[config.mk]
export PLATFORM = sky130hd
export DESIGN_NAME = vector_euclidean_norm
export DESIGN_NICKNAME = d
export VERILOG_FILES = /design/src/design/vne_pkg.sv /design/src/design/vector_euclidean_norm.sv /design/src/design/vne_front.sv /design/src/design/vne_queue.sv /design/src/design/vne_back.sv
export SDC_FILE = /design/constraint.sdc
export NUM_CORES = 2
export LEC_CHECK = 0
export ABC_AREA = 1
export BUFFER_PORTS_ARGS = -buffer_cell sky130_fd_sc_hd__buf_2
export CAP_MARGIN = 20
export CORE_UTILIZATION = 50
export CTS_BUF_LIST = sky130_fd_sc_hd__clkbuf_4
export DETAILED_ROUTE_END_ITERATION = 8
export PLACE_DENSITY = 0.66
export SYNTH_ARGS = -nofsm -noshare
export SYNTH_HDL_FRONTEND = slang
export SYNTH_SLANG_ARGS = --single-unit
[constraint.sdc]
create_clock -name clk -period 8.4 [get_ports clk]
set_clock_uncertainty 0.15 [all_clocks]
set_input_delay 1.26 -clock clk [delete_from_list [all_inputs] [get_ports clk]]
set_output_delay 1.26 -clock clk [all_outputs]
set_load 0.005 [all_outputs]
[src/design/vne_pkg.sv]
package vne_pkg;

  // Default element width; the top level takes it as a parameter.
  localparam int DEFAULT_SAMPLE_BITS = 24;

  // Running sum of squares (unsigned Q32.32) and the norm (unsigned Q16.16).
  localparam int SUM_BITS  = 64;
  localparam int NORM_BITS = 32;

  // Finished sums waiting for the square root unit.
  localparam int QUEUE_DEPTH = 4;
  localparam int QPTR_BITS   = $clog2(QUEUE_DEPTH);
  localparam int QCNT_BITS   = $clog2(QUEUE_DEPTH + 1);

  // The square root produces one result bit per step.
  localparam int ROOT_STEPS     = SUM_BITS / 2;
  localparam int ROOT_CNT_BITS  = $clog2(ROOT_STEPS);
  localparam logic [SUM_BITS-1:0] ROOT_START_BIT = SUM_BITS'(1) << (SUM_BITS - 2);

  // One finished vector: its clamped sum of squares and the saturation flag.
  typedef struct packed {
    logic [SUM_BITS-1:0] sum;
    logic                sat;
  } vne_total_t;

  // Occupancy and head of the queue, as seen by the back end.
  typedef struct packed {
    logic       empty;
    vne_total_t head;
  } vne_queue_status_t;

  typedef enum logic [0:0] {
    BACK_IDLE,
    BACK_CALC
  } back_state_t;

endpackage

[src/design/vector_euclidean_norm.sv]
// Streaming Euclidean norm of a signed fixed-point vector.
// Input channel s_axis: one vector element per transfer, tdata holds the signed
// sample (Q8.16 at the default width) and tlast marks the final element.
// Output channel m_axis: one transfer per vector, tdata holds the norm as
// unsigned Q16.16 and tuser the flag that the sum of squares saturated.
// The front end takes one element per cycle while s_axis_tready is high: it
// registers the magnitude, then its square, then adds it to a 64-bit sum that
// clamps at its maximum. A finished sum goes into a four-entry queue in front
// of the square root unit. The square root loads a queued sum, then resolves
// one result bit per cycle in 32 steps; the final step waits for the output.
// Sustained input rate is one element per cycle while vectors are long enough
// for the square root to keep up; shorter vectors are limited by the square
// root, and s_axis_tready drops once the queue has no slot left for the
// elements in flight.
// When m_axis_tready is low the result waits in the output register; the next
// square root then holds on its final step and the queue fills behind it.
// Synchronous reset clears the running sum, the flag, the queue and
// m_axis_tvalid, and s_axis_tready stays low while it is asserted.
module vector_euclidean_norm
  import vne_pkg::*;
#(
  parameter int SAMPLE_BITS = DEFAULT_SAMPLE_BITS
) (
  input  logic                                 clk,
  input  logic                                 rst,
  input  logic                                 s_axis_tvalid,
  output logic                                 s_axis_tready,
  // sample [SAMPLE_BITS-1:0], zero padding up to a whole byte
  input  logic [((SAMPLE_BITS + 7) / 8) * 8-1:0] s_axis_tdata,
  input  logic                                 s_axis_tlast,
  output logic                                 m_axis_tvalid,
  input  logic                                 m_axis_tready,
  // norm [31:0]
  output logic [NORM_BITS-1:0]                 m_axis_tdata,
  // saturated [0]
  output logic [0:0]                           m_axis_tuser
);

  logic                 q_push;
  vne_total_t           q_push_data;
  logic                 q_pop;
  logic [QCNT_BITS-1:0] q_count;
  vne_queue_status_t    q_status;
  logic                 out_sat;

  vne_front #(
    .SAMPLE_BITS(SAMPLE_BITS)
  ) u_front (
    .clk       (clk),
    .rst       (rst),
    .in_valid  (s_axis_tvalid),
    .in_ready  (s_axis_tready),
    .in_sample (s_axis_tdata[SAMPLE_BITS-1:0]),
    .in_last   (s_axis_tlast),
    .q_count   (q_count),
    .push      (q_push),
    .push_data (q_push_data)
  );

  vne_queue u_queue (
    .clk       (clk),
    .rst       (rst),
    .push      (q_push),
    .push_data (q_push_data),
    .pop       (q_pop),
    .count     (q_count),
    .status    (q_status)
  );

  vne_back u_back (
    .clk       (clk),
    .rst       (rst),
    .q_status  (q_status),
    .pop       (q_pop),
    .out_valid (m_axis_tvalid),
    .out_ready (m_axis_tready),
    .out_norm  (m_axis_tdata),
    .out_sat   (out_sat)
  );

  assign m_axis_tuser[0] = out_sat;

  // A finished vector always finds a free queue slot.
  a_no_overflow: assert property (@(posedge clk) disable iff (rst)
    q_push |-> (q_count != QCNT_BITS'(QUEUE_DEPTH)) || q_pop)
    else $error("queue written while full");

  // The square root unit only starts on a queued sum.
  a_no_underflow: assert property (@(posedge clk) disable iff (rst)
    q_pop |-> !q_status.empty)
    else $error("queue read while empty");

  // A saturated sum stays at its maximum, whose root is all ones.
  a_sat_norm: assert property (@(posedge clk) disable iff (rst)
    (m_axis_tvalid && m_axis_tuser[0]) |-> (m_axis_tdata == {NORM_BITS{1'b1}}))
    else $error("saturated result with a norm below maximum");

  // A new result follows a square root run; the property as written is always true, as empty means a zero count.
  a_result_source: assert property (@(posedge clk) disable iff (rst)
    $rose(m_axis_tvalid) |-> $past(!q_status.empty || q_count == '0))
    else $error("result appeared without a square root run");

endmodule

[src/design/vne_front.sv]
module vne_front
  import vne_pkg::*;
#(
  parameter int SAMPLE_BITS = DEFAULT_SAMPLE_BITS
) (
  input  logic                   clk,
  input  logic                   rst,
  input  logic                   in_valid,
  output logic                   in_ready,
  input  logic [SAMPLE_BITS-1:0] in_sample,
  input  logic                   in_last,
  input  logic [QCNT_BITS-1:0]   q_count,
  output logic                   push,
  output vne_total_t             push_data
);

  localparam int SQ_BITS = 2 * SAMPLE_BITS;

  logic                   v1;
  logic                   last1;
  logic [SAMPLE_BITS-1:0] mag1;
  logic                   v2;
  logic                   last2;
  logic [SQ_BITS-1:0]     sq2;
  logic [SUM_BITS-1:0]    sum;
  logic                   flag;

  logic [SAMPLE_BITS-1:0] mag_next;
  logic [SQ_BITS-1:0]     sq_next;
  logic [SUM_BITS:0]      total_ext;
  logic [SUM_BITS-1:0]    total_sat;
  logic                   flag_next;
  logic [QCNT_BITS:0]     reserved;

  // Every item in flight may end a vector, so each one holds a queue slot.
  // Nothing is taken while reset is asserted.
  assign reserved = {1'b0, q_count} + (QCNT_BITS + 1)'(v1) + (QCNT_BITS + 1)'(v2);
  assign in_ready = !rst && (reserved < (QCNT_BITS + 1)'(QUEUE_DEPTH));

  // Magnitude of a two's complement sample; the most negative one fits unsigned.
  assign mag_next = in_sample[SAMPLE_BITS-1] ? (~in_sample + SAMPLE_BITS'(1)) : in_sample;

  assign sq_next = mag1 * mag1;

  // Add with a carry bit and clamp to all ones on overflow.
  assign total_ext = {1'b0, sum} + (SUM_BITS + 1)'(sq2);
  assign total_sat = total_ext[SUM_BITS] ? {SUM_BITS{1'b1}} : total_ext[SUM_BITS-1:0];
  assign flag_next = flag | total_ext[SUM_BITS] | (&total_ext[SUM_BITS-1:0]);

  assign push          = v2 & last2;
  assign push_data.sum = total_sat;
  assign push_data.sat = flag_next;

  // Valid bits of the magnitude and square stages.
  always_ff @(posedge clk) begin
    if (rst) begin
      v1 <= 1'b0;
      v2 <= 1'b0;
    end else begin
      v1 <= in_valid & in_ready;
      v2 <= v1;
    end
  end

  // Payload of the magnitude and square stages.
  always_ff @(posedge clk) begin
    mag1  <= mag_next;
    last1 <= in_last;
    sq2   <= sq_next;
    last2 <= last1;
  end

  // Running sum; a vector's end hands the total to the queue and clears it.
  always_ff @(posedge clk) begin
    if (rst) begin
      sum  <= '0;
      flag <= 1'b0;
    end else if (v2) begin
      if (last2) begin
        sum  <= '0;
        flag <= 1'b0;
      end else begin
        sum  <= total_sat;
        flag <= flag_next;
      end
    end
  end

endmodule

[src/design/vne_queue.sv]
module vne_queue
  import vne_pkg::*;
(
  input  logic               clk,
  input  logic               rst,
  input  logic               push,
  input  vne_total_t         push_data,
  input  logic               pop,
  output logic [QCNT_BITS-1:0] count,
  output vne_queue_status_t  status
);

  vne_total_t           entries [QUEUE_DEPTH];
  logic [QPTR_BITS-1:0] wr_ptr;
  logic [QPTR_BITS-1:0] rd_ptr;

  assign status.empty = (count == '0);
  assign status.head  = entries[rd_ptr];

  // Pointers and fill count.
  always_ff @(posedge clk) begin
    if (rst) begin
      wr_ptr <= '0;
      rd_ptr <= '0;
      count  <= '0;
    end else begin
      if (push) begin
        wr_ptr <= wr_ptr + QPTR_BITS'(1);
      end
      if (pop) begin
        rd_ptr <= rd_ptr + QPTR_BITS'(1);
      end
      count <= count + QCNT_BITS'(push) - QCNT_BITS'(pop);
    end
  end

  // Entry storage.
  always_ff @(posedge clk) begin
    if (push) begin
      entries[wr_ptr] <= push_data;
    end
  end

endmodule

[src/design/vne_back.sv]
module vne_back
  import vne_pkg::*;
(
  input  logic                 clk,
  input  logic                 rst,
  input  vne_queue_status_t    q_status,
  output logic                 pop,
  output logic                 out_valid,
  input  logic                 out_ready,
  output logic [NORM_BITS-1:0] out_norm,
  output logic                 out_sat
);

  back_state_t              state;
  back_state_t              state_next;
  logic [SUM_BITS-1:0]      op;
  logic [SUM_BITS-1:0]      res;
  logic [SUM_BITS-1:0]      bit_mask;
  logic [ROOT_CNT_BITS-1:0] cnt;
  logic                     sat_hold;

  logic [SUM_BITS-1:0]      trial;
  logic                     take;
  logic [SUM_BITS-1:0]      res_step;
  logic [SUM_BITS-1:0]      op_step;
  logic                     start;
  logic                     iterate;
  logic                     finish;

  // One step of the bitwise square root.
  assign trial    = res + bit_mask;
  assign take     = op >= trial;
  assign res_step = take ? ((res >> 1) + bit_mask) : (res >> 1);
  assign op_step  = take ? (op - trial) : op;

  // Next state and step control.
  always_comb begin
    state_next = state;
    start      = 1'b0;
    iterate    = 1'b0;
    finish     = 1'b0;
    unique case (state)
      BACK_IDLE: begin
        if (!q_status.empty) begin
          start      = 1'b1;
          state_next = BACK_CALC;
        end
      end
      BACK_CALC: begin
        if (cnt != '0) begin
          iterate = 1'b1;
        end else if (!out_valid || out_ready) begin
          finish     = 1'b1;
          state_next = BACK_IDLE;
        end
      end
      default: state_next = BACK_IDLE;
    endcase
  end

  assign pop = start;

  always_ff @(posedge clk) begin
    if (rst) begin
      state <= BACK_IDLE;
    end else begin
      state <= state_next;
    end
  end

  // Square root datapath.
  always_ff @(posedge clk) begin
    if (start) begin
      op       <= q_status.head.sum;
      res      <= '0;
      bit_mask <= ROOT_START_BIT;
      cnt      <= ROOT_CNT_BITS'(ROOT_STEPS - 1);
      sat_hold <= q_status.head.sat;
    end else if (iterate) begin
      op       <= op_step;
      res      <= res_step;
      bit_mask <= bit_mask >> 2;
      cnt      <= cnt - ROOT_CNT_BITS'(1);
    end
  end

  // Result register toward the output channel.
  always_ff @(posedge clk) begin
    if (rst) begin
      out_valid <= 1'b0;
    end else if (finish) begin
      out_valid <= 1'b1;
    end else if (out_ready) begin
      out_valid <= 1'b0;
    end
  end

  always_ff @(posedge clk) begin
    if (finish) begin
      out_norm <= res_step[NORM_BITS-1:0];
      out_sat  <= sat_hold;
    end
  end

endmodule

==> impl_metrics.json <==
{
  "run_status": "finished clean",
  "cts_root_buffer": "sky130_fd_sc_hd__clkbuf_4",
  "cts_buffer_depth": 3,
  "placement_rows": 121,
  "finalHoldViolCount": 0,
  "first_global_vias": 47600,
  "largest_net_degree_at_the_start_of_global_routing": 95,
  "drtAntennaViolNets": 0,
  "setup_tns_ps": 0,
  "timing.critical_path.max_delay_family": "adder cells",
  "critical_path_source_type": "flip-flop",
  "layout_setup_ws_ps": 969,
  "vias_per_cell": 5.26,
  "layout.nets": 8211,
  "synth_enable_flop_cells": 358,
  "final_cell_mix": "sky130_fd_sc_hd__nand2_1, sky130_fd_sc_hd__inv_1, sky130_fd_sc_hd__nor2_1",
  "critPathArrivalTime_ps": 8160,
  "drive_gt1_frac": 0.0582,
  "clock-sinks": 610,
  "remaining_drc_errors": 0,
  "critPathKind": "reg -> reg",
  "syn2layout_area_growth_pct": 7.21,
  "hpwlAfterDp_um": 127000,
  "cts_hold_buffers": 0,
  "avgSynthCellArea_um2": 7.51,
  "grt_util_all_layers": 0.288,
  "cp.buffers_inverters": 6,
  "cts_tree": "yes",
  "timing.critical_path.fanout_max": 13,
  "synth.ff_latch_count": 610,
  "drv_cap": 0,
  "cts_buffers": 165,
  "final_min_period_over_clock_period": 0.885,
  "initial_antenna_violation_count": 3,
  "design.die.area_um2": 111000,
  "routed-via-count": 47000,
  "synthesis.yosys.warnings": 0,
  "cts_post_setup_buffers_inserted": 0,
  "setup.worst_path.end_class": "flip-flop",
  "buffer_ports.inserted": 63,
  "ios": 64,
  "crit_slowest_cell": "sky130_fd_sc_hd__dfxtp_1",
  "critPathMaxStageDelay_ps": 670,
  "clk_latency_ps": 1090,
  "die_h_um": 333,
  "placeableCoreArea_um2": 109000,
  "timing.hold.worst.class": "in -> reg",
  "wl_per_cell_um": 17.7,
  "initial_core_util": 0.504,
  "postLayoutCoreUtil": 0.540,
  "drtPass1Iterations": 7,
  "cp.required_ps": 9130,
  "place_worst_setup_slack_ps": 963,
  "synth.lib_cells_used.distinct": 58,
  "synth_top_flop_cell": "sky130_fd_sc_hd__edfxtp_1",
  "resized_cells_post_cts": 0,
  "max_freq_mhz": 135,
  "leading_cell_type_in_the_layout_fill_and_taps_excluded": "sky130_fd_sc_hd__nand2_1",
  "overflow": 0,
  "syn-cell-area_um2": 54800,
  "report.final.slew_viol_count": 0,
  "wire_length_of_the_first_global_routing_pass_um": 251000,
  "worstMarginPinSlew_ps": 1040,
  "first_iter_violations": 3228,
  "globalplace.congestion": 0.989,
  "finalWirelength_um": 159000,
  "synthCells": 7295,
  "period_needed_ps": 7430,
  "rsz0062_at_grt": "no",
  "postSynthNetCount": 8111,
  "clock_tree.htree_level_count": 4,
  "die_width_um": 333,
  "critical_path.most_common_cell": "sky130_fd_sc_hd__fa_1",
  "final_setup_violation_count": 0,
  "maxSlewHeadroom": 0.304,
  "synth_sequential_area_ratio": 0.288,
  "post_synthesis_async_set_or_reset_flop_share": 0,
  "clk_pin_slew_worst_paths_ps": 60
}
sequential cells by signal, indices dropped and copies added (netlist names), 3 cells and up, named ones only:
| signal | cells |
|---|---|
| u_back.res | 64 |
| u_back.out_norm | 32 |
| u_queue.count | 3 |
| u_front.mag1 | 24 |
| u_back.cnt | 5 |
| u_back.op | 64 |
| u_back.bit_mask | 32 |
| u_front.sq2 | 47 |
| u_front.sum | 64 |
| u_queue.entries | 260 |
path summary, 6_finish.rpt:
path                            from  slack [ps]                      end  depth (start not counted)
max          u_front.mag1[8]$_DFF_P_         970  u_front.sq2[45]$_DFF_P_                         25
min                     s_axis_tlast         170    u_front.last1$_DFF_P_                          1
max reg2reg  u_front.mag1[8]$_DFF_P_         970  u_front.sq2[45]$_DFF_P_                         25
min reg2reg    u_front.last1$_DFF_P_         190    u_front.last2$_DFF_P_                          0
logic make-up (layout without fill, tap and decap cells):
logic type	count (synthesis)	after routing	share of synthesized area
xor gates and xnor gates	223	223	0.0358
adders and majority gates	787	787	0.238
other	0	5	0
AOI/OAI and AO/OA	1137	1137	0.114
buffers and inverters	1668	1902	0.116
and+or+nand+nor	2870	2870	0.209
DFF	610	610	0.288
routing by layer:
metal | up-vias | share of wire | wire length [um] | global-route usage
met2 | 1307 | 0.50 | 78500 | 0.513
met5 | - | 0 | 0 | 0
met1 | 22100 | 0.41 | 65100 | 0.343
li1 | 23300 | - | - | -
met3 | 357 | 0.046 | 7340 | 0.0332
met4 | 0 | 0.048 | 7650 | 0.141
area by class of cell:
| cell class | instances | area (um^2) |
|---|---|---|
| inverter | 1490 | 5600 |
| multi-input combinational | 5017 | 32700 |
| sequential | 610 | 15800 |
| timing repair buffer | 111 | 678 |
| antenna | 5 | 12.5 |
| clock inverter | 68 | 410 |
| tap | 1414 | 1770 |
| fill | 10700 | 50000 |
| clock buffer | 233 | 1750 |
synth_stat cells, types with 15 or more instances:
library cell,instances,share of area
sky130_fd_sc_hd__nand3_1,205,0.019
sky130_fd_sc_hd__nor3_1,70,0.0064
sky130_fd_sc_hd__xor2_1,142,0.023
sky130_fd_sc_hd__o21ai_0,440,0.040
sky130_fd_sc_hd__a21o_1,19,0.0026
sky130_fd_sc_hd__dfxtp_1,252,0.092
sky130_fd_sc_hd__nor2_1,691,0.047
sky130_fd_sc_hd__or2_2,22,0.0025
sky130_fd_sc_hd__fa_1,425,0.16
sky130_fd_sc_hd__a31oi_1,35,0.0040
sky130_fd_sc_hd__ha_1,362,0.083
sky130_fd_sc_hd__nand4_1,56,0.0064
sky130_fd_sc_hd__o31ai_1,17,0.0023
sky130_fd_sc_hd__xnor2_1,80,0.013
sky130_fd_sc_hd__o21a_1,18,0.0025
sky130_fd_sc_hd__o22ai_1,51,0.0058
sky130_fd_sc_hd__nor4_1,16,0.0018
sky130_fd_sc_hd__edfxtp_1,358,0.20
sky130_fd_sc_hd__o21ai_1,47,0.0043
sky130_fd_sc_hd__inv_1,1486,0.10
sky130_fd_sc_hd__a21oi_1,420,0.038
sky130_fd_sc_hd__nand2_1,1788,0.12
sky130_fd_sc_hd__clkbuf_1,152,0.010
sky130_fd_sc_hd__o21bai_1,15,0.0021
through the flow:
stage,hold slack [ps],cell area (um^2),std cells
after global routing,97.3,58700,8944
after floorplan,160,54800,7295
after detailed placement,163,56600,8642
final,169,58700,8948
after CTS,27.8,58700,8943
after global placement,168,56600,8642
Power is left out: the tool's default activity adds up to more than one toggle a clock period on the data nets, which glitch-free logic cannot reach.
